--- config.mk ---
export PLATFORM = sky130hd
export DESIGN_NAME = hpqr_fifo
export DESIGN_NICKNAME = d
export VERILOG_FILES = /design/src/rtl/hpqr_pkg.sv /design/src/rtl/hpqr_fifo.sv
export SDC_FILE = /design/constraint.sdc
export NUM_CORES = 1
export LEC_CHECK = 0
export BUFFER_PORTS_ARGS = -buffer_cell sky130_fd_sc_hd__buf_4
export CAP_MARGIN = 20
export CORE_MARGIN = 1
export CORE_UTILIZATION = 25
export DETAILED_ROUTE_END_ITERATION = 7
export HOLD_SLACK_MARGIN = 0.05
export MAX_ROUTING_LAYER = met4
export PLACE_DENSITY = 0.56
export SLEW_MARGIN = 10
export SYNTH_ARGS = -nofsm -noshare
export SYNTH_HDL_FRONTEND = slang
export SYNTH_SLANG_ARGS = --single-unit
--- constraint.sdc ---
create_clock -name clock -period 1.6 [get_ports clock]
set_input_delay 0.32 -clock clock [delete_from_list [all_inputs] [get_ports clock]]
set_output_delay 0.32 -clock clock [all_outputs]
set_load 0.05 [all_outputs]
--- src/rtl/hpqr_pkg.sv ---
`timescale 1ns / 1ps

package hpqr_pkg;

   // configuration port
   localparam int CFG_W       = 7;
   localparam int CSR_INDEX_W = 1;

   typedef enum logic [CSR_INDEX_W-1:0] {
      CSR_MAP_WIDTH  = 1'b0,
      CSR_MAP_HEIGHT = 1'b1
   } csr_index_type;

   localparam logic [CFG_W-1:0] SIDE_RESET = 7'd64;
   localparam int               SIDE_MIN   = 3;

   // quarter-pixel coordinate width
   localparam int QUARTER_W = 8;

   function automatic int col_bits(input int max_side);
      col_bits = $clog2(max_side);
   endfunction

   function automatic int side_bits(input int max_side);
      side_bits = $clog2(max_side + 1);
   endfunction

   function automatic int addr_bits(input int max_side);
      addr_bits = $clog2(max_side * max_side);
   endfunction

   // address, column, row, score, error, positive, refine
   function automatic int job_bits(input int max_side, input int sample_bits);
      job_bits = addr_bits(max_side) + 2 * col_bits(max_side) + sample_bits + 3;
   endfunction

   // x, y, score, error
   function automatic int rsp_bits(input int sample_bits);
      rsp_bits = 2 * QUARTER_W + sample_bits + 1;
   endfunction

endpackage

--- src/rtl/hpqr_fifo.sv ---
`timescale 1ns / 1ps

module hpqr_fifo #(
   parameter int WIDTH = 8,
   parameter int DEPTH = 2
) (
   input  logic             clock,
   input  logic             reset,
   input  logic             wr_en,
   input  logic [WIDTH-1:0] wr_data,
   output logic             full,
   input  logic             rd_en,
   output logic [WIDTH-1:0] rd_data,
   output logic             empty
);
   import hpqr_pkg::*;

   localparam int PTR_W = (DEPTH > 1) ? $clog2(DEPTH) : 1;
   localparam int CNT_W = $clog2(DEPTH + 1);

   logic [WIDTH-1:0] entries_ff [DEPTH];
   logic [PTR_W-1:0] wr_ptr_ff;
   logic [PTR_W-1:0] rd_ptr_ff;
   logic [CNT_W-1:0] count_ff;
   logic             do_wr;
   logic             do_rd;

   assign full    = (count_ff == CNT_W'(DEPTH));
   assign empty   = (count_ff == '0);
   assign do_wr   = wr_en & ~full;
   assign do_rd   = rd_en & ~empty;
   assign rd_data = entries_ff[rd_ptr_ff];

   function automatic logic [PTR_W-1:0] next_ptr(input logic [PTR_W-1:0] p);
      if (p == PTR_W'(DEPTH - 1)) begin
         next_ptr = '0;
      end else begin
         next_ptr = p + 1'b1;
      end
   endfunction

   always_ff @(posedge clock) begin
      if (do_wr) begin
         entries_ff[wr_ptr_ff] <= wr_data;
      end
   end

   always_ff @(posedge clock) begin
      if (reset) begin
         wr_ptr_ff <= '0;
         rd_ptr_ff <= '0;
         count_ff  <= '0;
      end else begin
         if (do_wr) begin
            wr_ptr_ff <= next_ptr(wr_ptr_ff);
         end
         if (do_rd) begin
            rd_ptr_ff <= next_ptr(rd_ptr_ff);
         end
         if (do_wr && !do_rd) begin
            count_ff <= count_ff + 1'b1;
         end else if (do_rd && !do_wr) begin
            count_ff <= count_ff - 1'b1;
         end
      end
   end

endmodule

==> metrics.txt, run 1 <==
# TYPE chip_impl_metric gauge
chip_impl_info{name="min-delay-path-class",value="input pin to flip-flop"} 1
chip_impl_metric{name="max_cap_violations",unit=""} 0
chip_impl_metric{name="dpl-instance-area",unit="sq um"} 1010
chip_impl_metric{name="worst-endpoint-required",unit="ns"} 1.28
chip_impl_metric{name="drive_gt1_share",unit="%"} 54.1
chip_impl_info{name="netlist.top_cell.by_area",value="sky130_fd_sc_hd__edfxtp_1"} 1
chip_impl_metric{name="diodes",unit=""} 0
chip_impl_metric{name="postSynthNetCount",unit=""} 63
chip_impl_metric{name="syn_area",unit="sq um"} 793
chip_impl_metric{name="maxSlewHeadroom",unit="%"} 74.5
chip_impl_info{name="timing.critical_path.to_type",value="output pin"} 1
chip_impl_metric{name="antenna_found_initial",unit=""} 0
chip_impl_metric{name="via_per_inst",unit=""} 3.95
chip_impl_metric{name="area_growth",unit="%"} 36.1
chip_impl_metric{name="cts-root-to-sink-buffers",unit=""} 2
chip_impl_metric{name="number_of_endpoints_failing_setup_at_the_final_stage",unit=""} 0
chip_impl_metric{name="clock_tree.htree_level_count",unit=""} 1
chip_impl_metric{name="floorplan.io_pins",unit=""} 22
chip_impl_metric{name="placed_cells_incl_taps",unit=""} 114
chip_impl_info{name="run_status",value="completed"} 1
chip_impl_info{name="most_frequent_cell_after_synthesis",value="sky130_fd_sc_hd__edfxtp_1"} 1
chip_impl_info{name="yosys-top-cells-count",value="sky130_fd_sc_hd__edfxtp_1 (16), sky130_fd_sc_hd__mux2_2 (8), sky130_fd_sc_hd__dfxtp_1 (5), sky130_fd_sc_hd__nor2_1 (5)"} 1
chip_impl_metric{name="totalNegativeSetupSlack",unit="ns"} 0
chip_impl_metric{name="reg2reg_setup_slack",unit="ns"} 0.07
chip_impl_metric{name="cts_made_buffers",unit=""} 3
chip_impl_metric{name="routed_wire_length_per_instance",unit="microns"} 11.5
chip_impl_metric{name="period_minus_slack",unit="ns"} 1.56
chip_impl_metric{name="finalMaxSlewViolations",unit=""} 0
chip_impl_metric{name="post-cts-setup-buffer-count",unit=""} 0
chip_impl_metric{name="core.rowCount",unit=""} 20
chip_impl_metric{name="post_route_clock_skew",unit="ns"} 0.00169
chip_impl_metric{name="core_region_area",unit="sq um"} 3030
chip_impl_metric{name="max_freq",unit="MHz"} 641
chip_impl_info{name="critPathLaunchType",value="flip-flop"} 1
chip_impl_metric{name="die_y",unit="microns"} 58.3
chip_impl_metric{name="synth-warning-count",unit=""} 0
chip_impl_metric{name="totalWireLength",unit="microns"} 1360
chip_impl_metric{name="irDropWorstVdd",unit="uV"} 823
chip_impl_metric{name="worst_slew_pin_slew",unit="ns"} 0.383
chip_impl_metric{name="share_of_yosys_cell_area_claimed_by_the_top_area_cell_type",unit="%"} 60.6
chip_impl_metric{name="nets_finish",unit=""} 88
chip_impl_info{name="grt_setup_unrepaired",value="yes"} 1
chip_impl_metric{name="clkSlewWorstSetupHoldPaths",unit="ns"} 0.11
chip_impl_metric{name="synth_cell_types",unit=""} 13
chip_impl_metric{name="sequential_to_total_area_share_from_yosys_stat",unit="%"} 73.2
chip_impl_metric{name="io_buffer_count",unit=""} 21
chip_impl_metric{name="dr.first_iter.drc_count",unit=""} 7
chip_impl_metric{name="p_leak",unit="nW"} 0.411
chip_impl_metric{name="place.gp.congestion",unit=""} 0.637
chip_impl_metric{name="drtPass1Iterations",unit=""} 4
chip_impl_metric{name="grt_pass1_wl",unit="microns"} 2090
chip_impl_metric{name="design_area",unit="sq um"} 1080
chip_impl_metric{name="grt_pass1_vias",unit=""} 486
chip_impl_info{name="top_ff_cell_synth",value="sky130_fd_sc_hd__edfxtp_1"} 1
chip_impl_info{name="worstReg2RegEnd",value="count_ff[1]"} 1
chip_impl_metric{name="crit_fanout",unit=""} 8
chip_impl_metric{name="die_width",unit="microns"} 58.3
chip_impl_metric{name="reg2regPathDepth",unit=""} 5
chip_impl_metric{name="finalCritPeriodShare",unit="%"} 97.5
chip_impl_metric{name="timing.critical_path.arrival",unit="ns"} 1.24
chip_impl_metric{name="synth_enable_flop_cells",unit=""} 16
chip_impl_metric{name="netlist_instances",unit=""} 50
chip_impl_metric{name="asyncSetResetFlopFracSynth",unit="%"} 0
chip_impl_info{name="tritoncts",value="built"} 1
chip_impl_metric{name="postRouteAntennaNets",unit=""} 0
chip_impl_metric{name="dp_wirelength",unit="microns"} 930
chip_impl_metric{name="clock_latency_reported_for_the_late_side_of_the_worst_skew_pair",unit="ns"} 0.29
chip_impl_metric{name="initial_utilization",unit="%"} 26.2
chip_impl_metric{name="grt_remaining_overflow",unit=""} 0
chip_impl_metric{name="fin_util",unit="%"} 35.7
chip_impl_info{name="worstReg2RegStart",value="count_ff[1]"} 1
chip_impl_info{name="synth.area.top_cells",value="sky130_fd_sc_hd__edfxtp_1 (61%), sky130_fd_sc_hd__dfxtp_1 (13%), sky130_fd_sc_hd__mux2_2 (11%), sky130_fd_sc_hd__xor2_1 (3.3%), sky130_fd_sc_hd__nor2_1 (2.4%)"} 1
chip_impl_metric{name="num_vias",unit=""} 466
chip_impl_info{name="critical_path_class",value="flip-flop to output pin"} 1
chip_impl_metric{name="power-per-cell-area",unit="nW/um^2"} 1770
chip_impl_metric{name="final-instance-count-excl-fill",unit=""} 118
chip_impl_metric{name="yosys_register_bits",unit=""} 21
chip_impl_metric{name="grt_max_degree",unit=""} 13
chip_impl_metric{name="die_area",unit="sq um"} 3400
chip_impl_info{name="ctsRootBufferMaster",value="sky130_fd_sc_hd__clkbuf_4"} 1
chip_impl_metric{name="syn-mean-instance-area",unit="sq um"} 15.9
chip_impl_metric{name="timing_hold_violations_final",unit=""} 0
chip_impl_info{name="setup.worst_path.end",value="rd_data[1]"} 1
chip_impl_metric{name="clock_sink_count",unit=""} 21
chip_impl_metric{name="track_usage",unit="%"} 8.81
chip_impl_metric{name="drt_drc_violations_left",unit=""} 0
[worst min path at each step]
stage	slack [ns]	from	depth (start not counted)	to
finish	0.20	reset	2	count_ff[1]
CTS	0.19	reset	2	count_ff[0]
detailed placement	0.48	wr_ptr_ff	2	wr_ptr_ff
global placement	0.46	wr_ptr_ff	2	wr_ptr_ff
floorplan	0.38	reset	1	count_ff[1]
global route	0.17	reset	2	count_ff[1]
[kinds of logic (layout without fill, tap and decap cells)]
group / Yosys count / in the layout / share of synthesized area (%)
compound gates: 5 / 5 / 3.15
xor+xnor: 3 / 3 / 3.31
fa+ha+maj: 1 / 1 / 1.58
buf+inv: 3 / 27 / 1.58
flops: 21 / 21 / 73.2
mux: 8 / 8 / 11.4
simple gates: 9 / 9 / 5.84
[cell type report]
class                   count  area [sq um]
inverters                   2          7.51
fillers                   301          1950
repair buffers             21           188
clock buffers               3          22.5
clock inverters             1          5.00
flip-flops and latches     21           587
multi-input cells          26           215
well taps                  44          55.1
[cell usage in the layout (no fill, tap or decap)]
cell	Yosys	routed
sky130_fd_sc_hd__or3_1	2	2
sky130_fd_sc_hd__clkbuf_4	0	3
sky130_fd_sc_hd__a21oi_2	0	1
sky130_fd_sc_hd__dfxtp_1	5	2
sky130_fd_sc_hd__xor2_1	3	3
sky130_fd_sc_hd__o21ai_2	0	1
sky130_fd_sc_hd__dfxtp_2	0	2
sky130_fd_sc_hd__and2_1	1	1
sky130_fd_sc_hd__o21ai_0	3	2
sky130_fd_sc_hd__edfxtp_1	16	16
sky130_fd_sc_hd__clkinv_2	0	1
sky130_fd_sc_hd__buf_6	0	8
sky130_fd_sc_hd__buf_4	0	13
sky130_fd_sc_hd__ha_2	0	1
sky130_fd_sc_hd__mux2_2	8	8
sky130_fd_sc_hd__nor2b_4	0	1
sky130_fd_sc_hd__a21oi_1	2	1
sky130_fd_sc_hd__nor2_1	5	5
sky130_fd_sc_hd__dfxtp_4	0	1
sky130_fd_sc_hd__inv_1	2	2
[per-stage QoR]
stage | setup WS [ns] | total power [mW] | hold slack (ns)
after floorplan | -0.0233 | 1.37 | 0.382
after global placement | 0.159 | 1.58 | 0.465
after detailed placement | 0.0385 | 1.59 | 0.479
after CTS | 0.00296 | 1.89 | 0.193
after global routing | -0.0168 | 2.01 | 0.175
final | 0.0399 | 1.91 | 0.203
[power breakdown]
group	internal, mW	switching [mW]
Clock	0.0930	0.155
Sequential	0.707	0.0828
Combinational	0.337	0.532
[sequential cells by signal (all words and copies together) (netlist names), named ones only]
register    count
count_ff        2
rd_ptr_ff       1
entries_ff     16
wr_ptr_ff       1
[repair_timing]
action                                  CTS  global route
resized for setup                         8             6
pin swaps                                 0             0
hold buffers                              0             0
endpoints found under the setup margin    8             9
[metal layers]
| layer | global-route usage, % | vias to the layer above | part of all wire [%] | wire, microns |
|---|---|---|---|---|
| li1 | - | 230 | - | - |
| met1 | 8.60 | 219 | 41 | 549 |
| met2 | 15.8 | 17 | 53 | 717 |
| met3 | 4.84 | 0 | 6.4 | 87 |
| met4 | 1.02 | 0 | 0 | 0 |
| met5 | - | - | 0 | 0 |
[worst max-delay path, cell delays in order, from the launching register on]
cell	delay, ns
sky130_fd_sc_hd__dfxtp_4	0.43
sky130_fd_sc_hd__mux2_2	0.36
sky130_fd_sc_hd__buf_6	0.15
Note: power is estimated with default switching activity, not from simulation.
==> run 2: changes to the inputs <==
- CELL_PAD_IN_SITES_DETAIL_PLACEMENT: unset -> 0
- CELL_PAD_IN_SITES_GLOBAL_PLACEMENT: unset -> 1
- PLACE_DENSITY: 0.56 -> 0.64
==> metrics.txt, run 2 (same netlist as run 1, synthesis figures left out) <==
# TYPE chip_impl_metric gauge
chip_impl_metric{name="drt_drc_violations_left",unit=""} 0
chip_impl_metric{name="irDropWorstVdd",unit="uV"} 871
chip_impl_info{name="whs_endpoint",value="entries_ff[0][0]"} 1
chip_impl_metric{name="dr.first_iter.drc_count",unit=""} 3
chip_impl_metric{name="die_area",unit="sq um"} 3400
chip_impl_metric{name="largest_register_ffs",unit=""} 16
chip_impl_metric{name="power-per-cell-area",unit="nW/um^2"} 1750
chip_impl_metric{name="post_route_clock_skew",unit="ns"} 0.00283
chip_impl_metric{name="initial_utilization",unit="%"} 26.2
chip_impl_metric{name="area_growth",unit="%"} 35.3
chip_impl_metric{name="clockPowerShare",unit="%"} 13.1
chip_impl_metric{name="grt_pass1_vias",unit=""} 441
chip_impl_info{name="hold_start",value="wr_data[0]"} 1
chip_impl_metric{name="track_usage",unit="%"} 7.85
chip_impl_metric{name="cts-root-to-sink-buffers",unit=""} 2
chip_impl_metric{name="grt_max_degree",unit=""} 13
chip_impl_metric{name="clock_tree.htree_level_count",unit=""} 1
chip_impl_metric{name="die_y",unit="microns"} 58.3
chip_impl_metric{name="max_cap_violations",unit=""} 0
chip_impl_metric{name="via_per_inst",unit=""} 3.92
chip_impl_metric{name="worst-endpoint-required",unit="ns"} 1.28
chip_impl_metric{name="grt_remaining_overflow",unit=""} 0
chip_impl_metric{name="core_region_area",unit="sq um"} 3030
chip_impl_info{name="timing.critical_path.to_type",value="output pin"} 1
chip_impl_metric{name="io_buffer_count",unit=""} 21
chip_impl_info{name="regMostFlops",value="entries_ff"} 1
chip_impl_metric{name="share_comb_of_total_power",unit="%"} 45.0
chip_impl_metric{name="die_width",unit="microns"} 58.3
chip_impl_info{name="layout_commonest_cell",value="sky130_fd_sc_hd__edfxtp_1"} 1
chip_impl_metric{name="cts_made_buffers",unit=""} 3
chip_impl_metric{name="routed_wire_length_per_instance",unit="microns"} 10.8
chip_impl_info{name="worstReg2RegEnd",value="count_ff[1]"} 1
chip_impl_info{name="critPathLaunchType",value="flip-flop"} 1
chip_impl_metric{name="reg2regPathDepth",unit=""} 5
chip_impl_metric{name="postRouteAntennaNets",unit=""} 0
chip_impl_metric{name="switching_share",unit="%"} 39.6
chip_impl_metric{name="finalMaxSlewViolations",unit=""} 0
chip_impl_metric{name="floorplan.io_pins",unit=""} 22
chip_impl_metric{name="timing_hold_violations_final",unit=""} 0
chip_impl_metric{name="min_path_cells",unit=""} 1
chip_impl_info{name="grt_setup_unrepaired",value="yes"} 1
chip_impl_metric{name="placed_cells_incl_taps",unit=""} 114
chip_impl_info{name="min-delay-path-class",value="input pin to flip-flop"} 1
chip_impl_info{name="worstReg2RegStart",value="count_ff[1]"} 1
chip_impl_metric{name="finalCritPeriodShare",unit="%"} 97.3
chip_impl_metric{name="worst_slew_pin_slew",unit="ns"} 0.397
chip_impl_metric{name="max_freq",unit="MHz"} 642
chip_impl_metric{name="clock_sink_count",unit=""} 21
chip_impl_metric{name="core.rowCount",unit=""} 20
chip_impl_metric{name="reg2reg_setup_slack",unit="ns"} 0.12
chip_impl_metric{name="grt_pass1_wl",unit="microns"} 1880
chip_impl_metric{name="final-instance-count-excl-fill",unit=""} 118
chip_impl_info{name="tritoncts",value="built"} 1
chip_impl_metric{name="clkSlewWorstSetupHoldPaths",unit="ns"} 0.11
chip_impl_metric{name="share_seq_of_total_power",unit="%"} 41.8
chip_impl_metric{name="nets_finish",unit=""} 88
chip_impl_metric{name="maxSlewHeadroom",unit="%"} 73.5
chip_impl_metric{name="totalWireLength",unit="microns"} 1270
chip_impl_metric{name="fin_util",unit="%"} 35.5
chip_impl_metric{name="p_leak",unit="nW"} 0.415
chip_impl_metric{name="dp_wirelength",unit="microns"} 930
chip_impl_info{name="reg_top3",value="entries_ff: 16 flops, count_ff: 2 flops"} 1
chip_impl_metric{name="power_switching",unit="uW"} 743
chip_impl_info{name="most_frequent_cells_in_the_layout",value="sky130_fd_sc_hd__edfxtp_1 (16), sky130_fd_sc_hd__buf_4 (13), sky130_fd_sc_hd__buf_6 (8)"} 1
chip_impl_metric{name="totalNegativeSetupSlack",unit="ns"} 0
chip_impl_metric{name="antenna_found_initial",unit=""} 0
chip_impl_info{name="ctsRootBufferMaster",value="sky130_fd_sc_hd__clkbuf_4"} 1
chip_impl_metric{name="num_vias",unit=""} 462
chip_impl_metric{name="place.gp.congestion",unit=""} 0.651
chip_impl_info{name="critical_path_class",value="flip-flop to output pin"} 1
chip_impl_metric{name="drive_gt1_share",unit="%"} 50.0
chip_impl_metric{name="diodes",unit=""} 0
chip_impl_metric{name="post-cts-setup-buffer-count",unit=""} 0
chip_impl_info{name="run_status",value="completed"} 1
chip_impl_metric{name="clock_latency_reported_for_the_late_side_of_the_worst_skew_pair",unit="ns"} 0.29
chip_impl_metric{name="design_internal_power",unit="mW"} 1.13
chip_impl_metric{name="timing.critical_path.arrival",unit="ns"} 1.24
chip_impl_metric{name="crit_fanout",unit=""} 8
chip_impl_metric{name="number_of_endpoints_failing_setup_at_the_final_stage",unit=""} 0
chip_impl_metric{name="period_minus_slack",unit="ns"} 1.56
chip_impl_metric{name="drtPass1Iterations",unit=""} 2
-- run 2: cell counts in the layout (fill, tap and decap cells not counted) --
No cell type changed its count.
-- run 2: cell type report --
cell class | instances | area, sq um
sequential | 21 | 587
clock buffer | 3 | 22.5
fill | 303 | 1950
inverter | 2 | 7.51
multi-input combinational | 26 | 209
tap | 44 | 55.1
clock inverter | 1 | 5.00
timing repair buffer | 21 | 188
-- run 2: critical path: stages, from the launching register on --
cell and delay (ns):
sky130_fd_sc_hd__dfxtp_4 0.43, sky130_fd_sc_hd__mux2_2 0.36, sky130_fd_sc_hd__buf_6 0.15
-- run 2: what timing repair did --
action	4_1_cts	5_1_grt
resized for setup	5	7
pin swaps	0	0
endpoints found under the hold margin	0	0
hold buffers	0	0
endpoints found under the setup margin	8	7
-- run 2: through the flow --
| stage | total power [mW] | setup slack [ns] | hold WS (ns) | instance area [sq um] |
|---|---|---|---|---|
| global placement | 1.57 | 0.163 | 0.467 | 1010 |
| floorplan | 1.37 | -0.0233 | 0.382 | 801 |
| finish | 1.87 | 0.0429 | 0.201 | 1070 |
| global route | 1.97 | -0.00553 | 0.179 | 1070 |
| detailed placement | 1.58 | 0.0889 | 0.482 | 1010 |
| CTS | 1.86 | 0.00168 | 0.188 | 1050 |
-- run 2: how the worst max path moves through the flow --
| stage | startpoint | endpoint | slack (ns) | cells after the start |
|---|---|---|---|---|
| floorplan | count_ff[1] | count_ff[1] | -0.02 | 5 |
| CTS | flip-flop | rd_data[0] | 0.002 | 2 |
| finish | flip-flop | rd_data[2] | 0.04 | 2 |
| global placement | count_ff[0] | count_ff[1] | 0.16 | 4 |
| global route | flip-flop | rd_data[4] | -0.006 | 2 |
| detailed placement | count_ff[0] | count_ff[1] | 0.09 | 4 |
-- run 2: power groups by stage --
stage / combinational (mW) / clock, mW / sequential [mW]
after floorplan: 0.617 / 0 / 0.751
after global placement: 0.785 / 0 / 0.787
after detailed placement: 0.791 / 0 / 0.792
after CTS: 0.815 / 0.258 / 0.785
after global routing: 0.892 / 0.280 / 0.798
final: 0.844 / 0.246 / 0.784
-- run 2: routing by layer --
| metal | GRT usage [%] | up-vias | wire length, microns |
|---|---|---|---|
| met3 | 3.74 | 2 | 83 |
| met1 | 9.22 | 214 | 582 |
| met5 | - | - | 0 |
| met2 | 12.2 | 16 | 596 |
| li1 | - | 230 | - |
| met4 | 2.04 | 0 | 6 |
==> run 3: changes to the inputs <==
- ABC_AREA: unset -> 1
- CAP_MARGIN: 20 -> 15
==> metrics.txt, run 3 <==
# TYPE chip_impl_metric gauge
chip_impl_metric{name="asyncSetResetFlopFracSynth",unit="%"} 0
chip_impl_info{name="regMostFlops",value="entries_ff"} 1
chip_impl_metric{name="track_usage",unit="%"} 8.15
chip_impl_metric{name="grt_pass1_vias",unit=""} 470
chip_impl_info{name="netlist.top_cell.by_area",value="sky130_fd_sc_hd__edfxtp_1"} 1
chip_impl_metric{name="clkSlewWorstSetupHoldPaths",unit="ns"} 0.12
chip_impl_info{name="most_frequent_cell_after_synthesis",value="sky130_fd_sc_hd__edfxtp_1"} 1
chip_impl_metric{name="timing_hold_violations_final",unit=""} 0
chip_impl_metric{name="die_width",unit="microns"} 59.6
chip_impl_info{name="timing.critical_path.to_type",value="output pin"} 1
chip_impl_info{name="reg_top3",value="entries_ff: 16 flops, count_ff: 2 flops"} 1
chip_impl_metric{name="finalMaxSlewViolations",unit=""} 0
chip_impl_metric{name="number_of_endpoints_failing_setup_at_the_final_stage",unit=""} 0
chip_impl_metric{name="met3_wirelength",unit="microns"} 100
chip_impl_metric{name="grt_remaining_overflow",unit=""} 0
chip_impl_metric{name="clock_sink_count",unit=""} 21
chip_impl_metric{name="power-per-cell-area",unit="nW/um^2"} 1660
chip_impl_metric{name="timing.critical_path.arrival",unit="ns"} 1.24
chip_impl_metric{name="final.fill_count",unit=""} 325
chip_impl_metric{name="core_region_area",unit="sq um"} 3100
chip_impl_metric{name="synth_enable_flop_cells",unit=""} 16
chip_impl_metric{name="drive_gt1_share",unit="%"} 46.6
chip_impl_info{name="yosys-top-cells-count",value="sky130_fd_sc_hd__edfxtp_1 (16), sky130_fd_sc_hd__nor2_1 (9), sky130_fd_sc_hd__mux2_2 (8)"} 1
chip_impl_metric{name="worst_slew_pin_slew",unit="ns"} 0.303
chip_impl_metric{name="dp_wirelength",unit="microns"} 930
chip_impl_metric{name="cts_made_buffers",unit=""} 3
chip_impl_metric{name="finalCritPeriodShare",unit="%"} 97.6
chip_impl_metric{name="cts-root-to-sink-buffers",unit=""} 2
chip_impl_metric{name="share_of_yosys_cell_area_claimed_by_the_top_area_cell_type",unit="%"} 58.0
chip_impl_metric{name="place.gp.congestion",unit=""} 0.703
chip_impl_metric{name="synth-warning-count",unit=""} 0
chip_impl_metric{name="crit_fanout",unit=""} 8
chip_impl_metric{name="netlist_instances",unit=""} 62
chip_impl_info{name="run_status",value="completed"} 1
chip_impl_metric{name="diodes",unit=""} 0
chip_impl_metric{name="antenna_found_initial",unit=""} 0
chip_impl_metric{name="largest_register_ffs",unit=""} 16
chip_impl_metric{name="floorplan.io_pins",unit=""} 22
chip_impl_info{name="synth.area.top_cells",value="sky130_fd_sc_hd__edfxtp_1 (58%), sky130_fd_sc_hd__dfxtp_1 (12%), sky130_fd_sc_hd__mux2_2 (11%), sky130_fd_sc_hd__nor2_1 (4.1%), sky130_fd_sc_hd__inv_1 (3.2%)"} 1
chip_impl_metric{name="synth_cell_types",unit=""} 16
chip_impl_metric{name="nets_finish",unit=""} 102
chip_impl_metric{name="yosys_register_bits",unit=""} 21
chip_impl_metric{name="layout_setup_ws",unit="ns"} 0.0382
chip_impl_metric{name="num_vias",unit=""} 516
chip_impl_info{name="critPathLaunchType",value="flip-flop"} 1
chip_impl_metric{name="drt_drc_violations_left",unit=""} 0
chip_impl_metric{name="drtPass1Iterations",unit=""} 3
chip_impl_info{name="tritoncts",value="built"} 1
chip_impl_info{name="grt_setup_unrepaired",value="yes"} 1
chip_impl_metric{name="max_freq",unit="MHz"} 640
chip_impl_metric{name="fin_util",unit="%"} 36.0
chip_impl_metric{name="dr.first_iter.drc_count",unit=""} 13
chip_impl_metric{name="die_y",unit="microns"} 59.6
chip_impl_metric{name="max_cap_violations",unit=""} 0
chip_impl_metric{name="routedLengthMet1",unit="microns"} 582
chip_impl_metric{name="post_route_clock_skew",unit="ns"} 0.00265
chip_impl_metric{name="clock_tree.htree_level_count",unit=""} 1
chip_impl_metric{name="routed_wire_length_per_instance",unit="microns"} 9.83
chip_impl_metric{name="io_buffer_count",unit=""} 21
chip_impl_info{name="layout_commonest_cell",value="sky130_fd_sc_hd__edfxtp_1"} 1
chip_impl_metric{name="period_minus_slack",unit="ns"} 1.56
chip_impl_metric{name="syn_area",unit="sq um"} 828
chip_impl_metric{name="grt_max_degree",unit=""} 13
chip_impl_metric{name="sequential_to_total_area_share_from_yosys_stat",unit="%"} 70.1
chip_impl_info{name="top_signal_layer_used",value="met3"} 1
chip_impl_metric{name="clock_latency_reported_for_the_late_side_of_the_worst_skew_pair",unit="ns"} 0.30
chip_impl_metric{name="postRouteAntennaNets",unit=""} 0
chip_impl_info{name="ctsRootBufferMaster",value="sky130_fd_sc_hd__clkbuf_4"} 1
chip_impl_info{name="critical_path_class",value="flip-flop to output pin"} 1
chip_impl_metric{name="p_leak",unit="nW"} 0.451
chip_impl_metric{name="totalWireLength",unit="microns"} 1300
chip_impl_metric{name="totalNegativeSetupSlack",unit="ns"} 0
chip_impl_metric{name="syn-mean-instance-area",unit="sq um"} 13.4
chip_impl_metric{name="detailedPlace.worstSlack",unit="ns"} 0.160
chip_impl_info{name="most_frequent_cells_in_the_layout",value="sky130_fd_sc_hd__edfxtp_1 (16), sky130_fd_sc_hd__buf_4 (15), sky130_fd_sc_hd__nor2_1 (9)"} 1
chip_impl_metric{name="core.rowCount",unit=""} 20
chip_impl_metric{name="cts_hold_buffers",unit=""} 0
chip_impl_metric{name="via_per_inst",unit=""} 3.91
chip_impl_metric{name="postSynthNetCount",unit=""} 75
chip_impl_info{name="top_ff_cell_synth",value="sky130_fd_sc_hd__edfxtp_1"} 1
chip_impl_info{name="min-delay-path-class",value="input pin to flip-flop"} 1
chip_impl_metric{name="met2_wirelength",unit="microns"} 616
chip_impl_metric{name="maxSlewHeadroom",unit="%"} 79.8
chip_impl_metric{name="grt_pass1_wl",unit="microns"} 2000
chip_impl_metric{name="area_growth",unit="%"} 34.7
chip_impl_metric{name="worst-endpoint-required",unit="ns"} 1.28
chip_impl_metric{name="initial_utilization",unit="%"} 26.7
chip_impl_metric{name="total_power_consumption",unit="mW"} 1.85
chip_impl_metric{name="die_area",unit="sq um"} 3550
chip_impl_metric{name="irDropWorstVdd",unit="uV"} 705
-- run 3: power by group --
group,internal (mW),switching (mW)
clock network,0.0931,0.157
registers,0.699,0.0766
logic,0.317,0.510
total,1.11,0.743
-- run 3: metrics by stage --
step	instances	hold WS (ns)	cell area, sq um
final	132	0.198	1120
after global routing	132	0.171	1120
after CTS	132	0.185	1110
after detailed placement	128	0.498	1050
after global placement	128	0.488	1050
after floorplan	62	0.419	828
-- run 3: layer usage --
layer  global-route usage, %  vias to the layer above
met1                    9.47                      234
met4                    2.99                        0
met5                       -                        -
li1                        -                      265
met3                    3.49                        0
met2                    12.5                       17
-- run 3: area by class of cell --
class                           count  area (sq um)  share of cell area (%)
Clock buffer                        3          22.5                    2.02
Clock inverter                      1          5.00                   0.448
Inverter                            9          33.8                    3.03
Multi-Input combinational cell     31           213                    19.1
Sequential cell                    21           584                    52.4
Tap cell                           44          55.1                    4.93
Timing Repair Buffer               23           203                    18.2
-- run 3: worst paths after layout --
kind / cells after the start / slack, ns / to / from
max: 2 / 0.04 / rd_data[3] / flip-flop
min: 1 / 0.20 / entries_ff[1][4] / wr_data[4]
max reg2reg: 9 / 0.18 / count_ff[1] / count_ff[1]
min reg2reg: 2 / 0.52 / wr_ptr_ff / wr_ptr_ff
-- run 3: worst max-delay path, stage by stage (launching register included) --
cell and delay [ns]:
sky130_fd_sc_hd__dfxtp_4 0.43, sky130_fd_sc_hd__mux2_2 0.36, sky130_fd_sc_hd__buf_6 0.15
-- run 3: cells by family after synthesis --
group	Yosys count	synth area share, %
flops	21	70.1
simple gates	16	8.31
buf+inv	10	4.68
mux	8	10.9
compound gates	6	4.53
fa+ha+maj	1	1.51
-- run 3: what timing repair did --
| item | in CTS | in global routing |
|---|---|---|
| setup buffers | 0 | 0 |
| resized for setup | 9 | 2 |
| setup endpoints to repair | 8 | 8 |
| gates cloned | 0 | 0 |
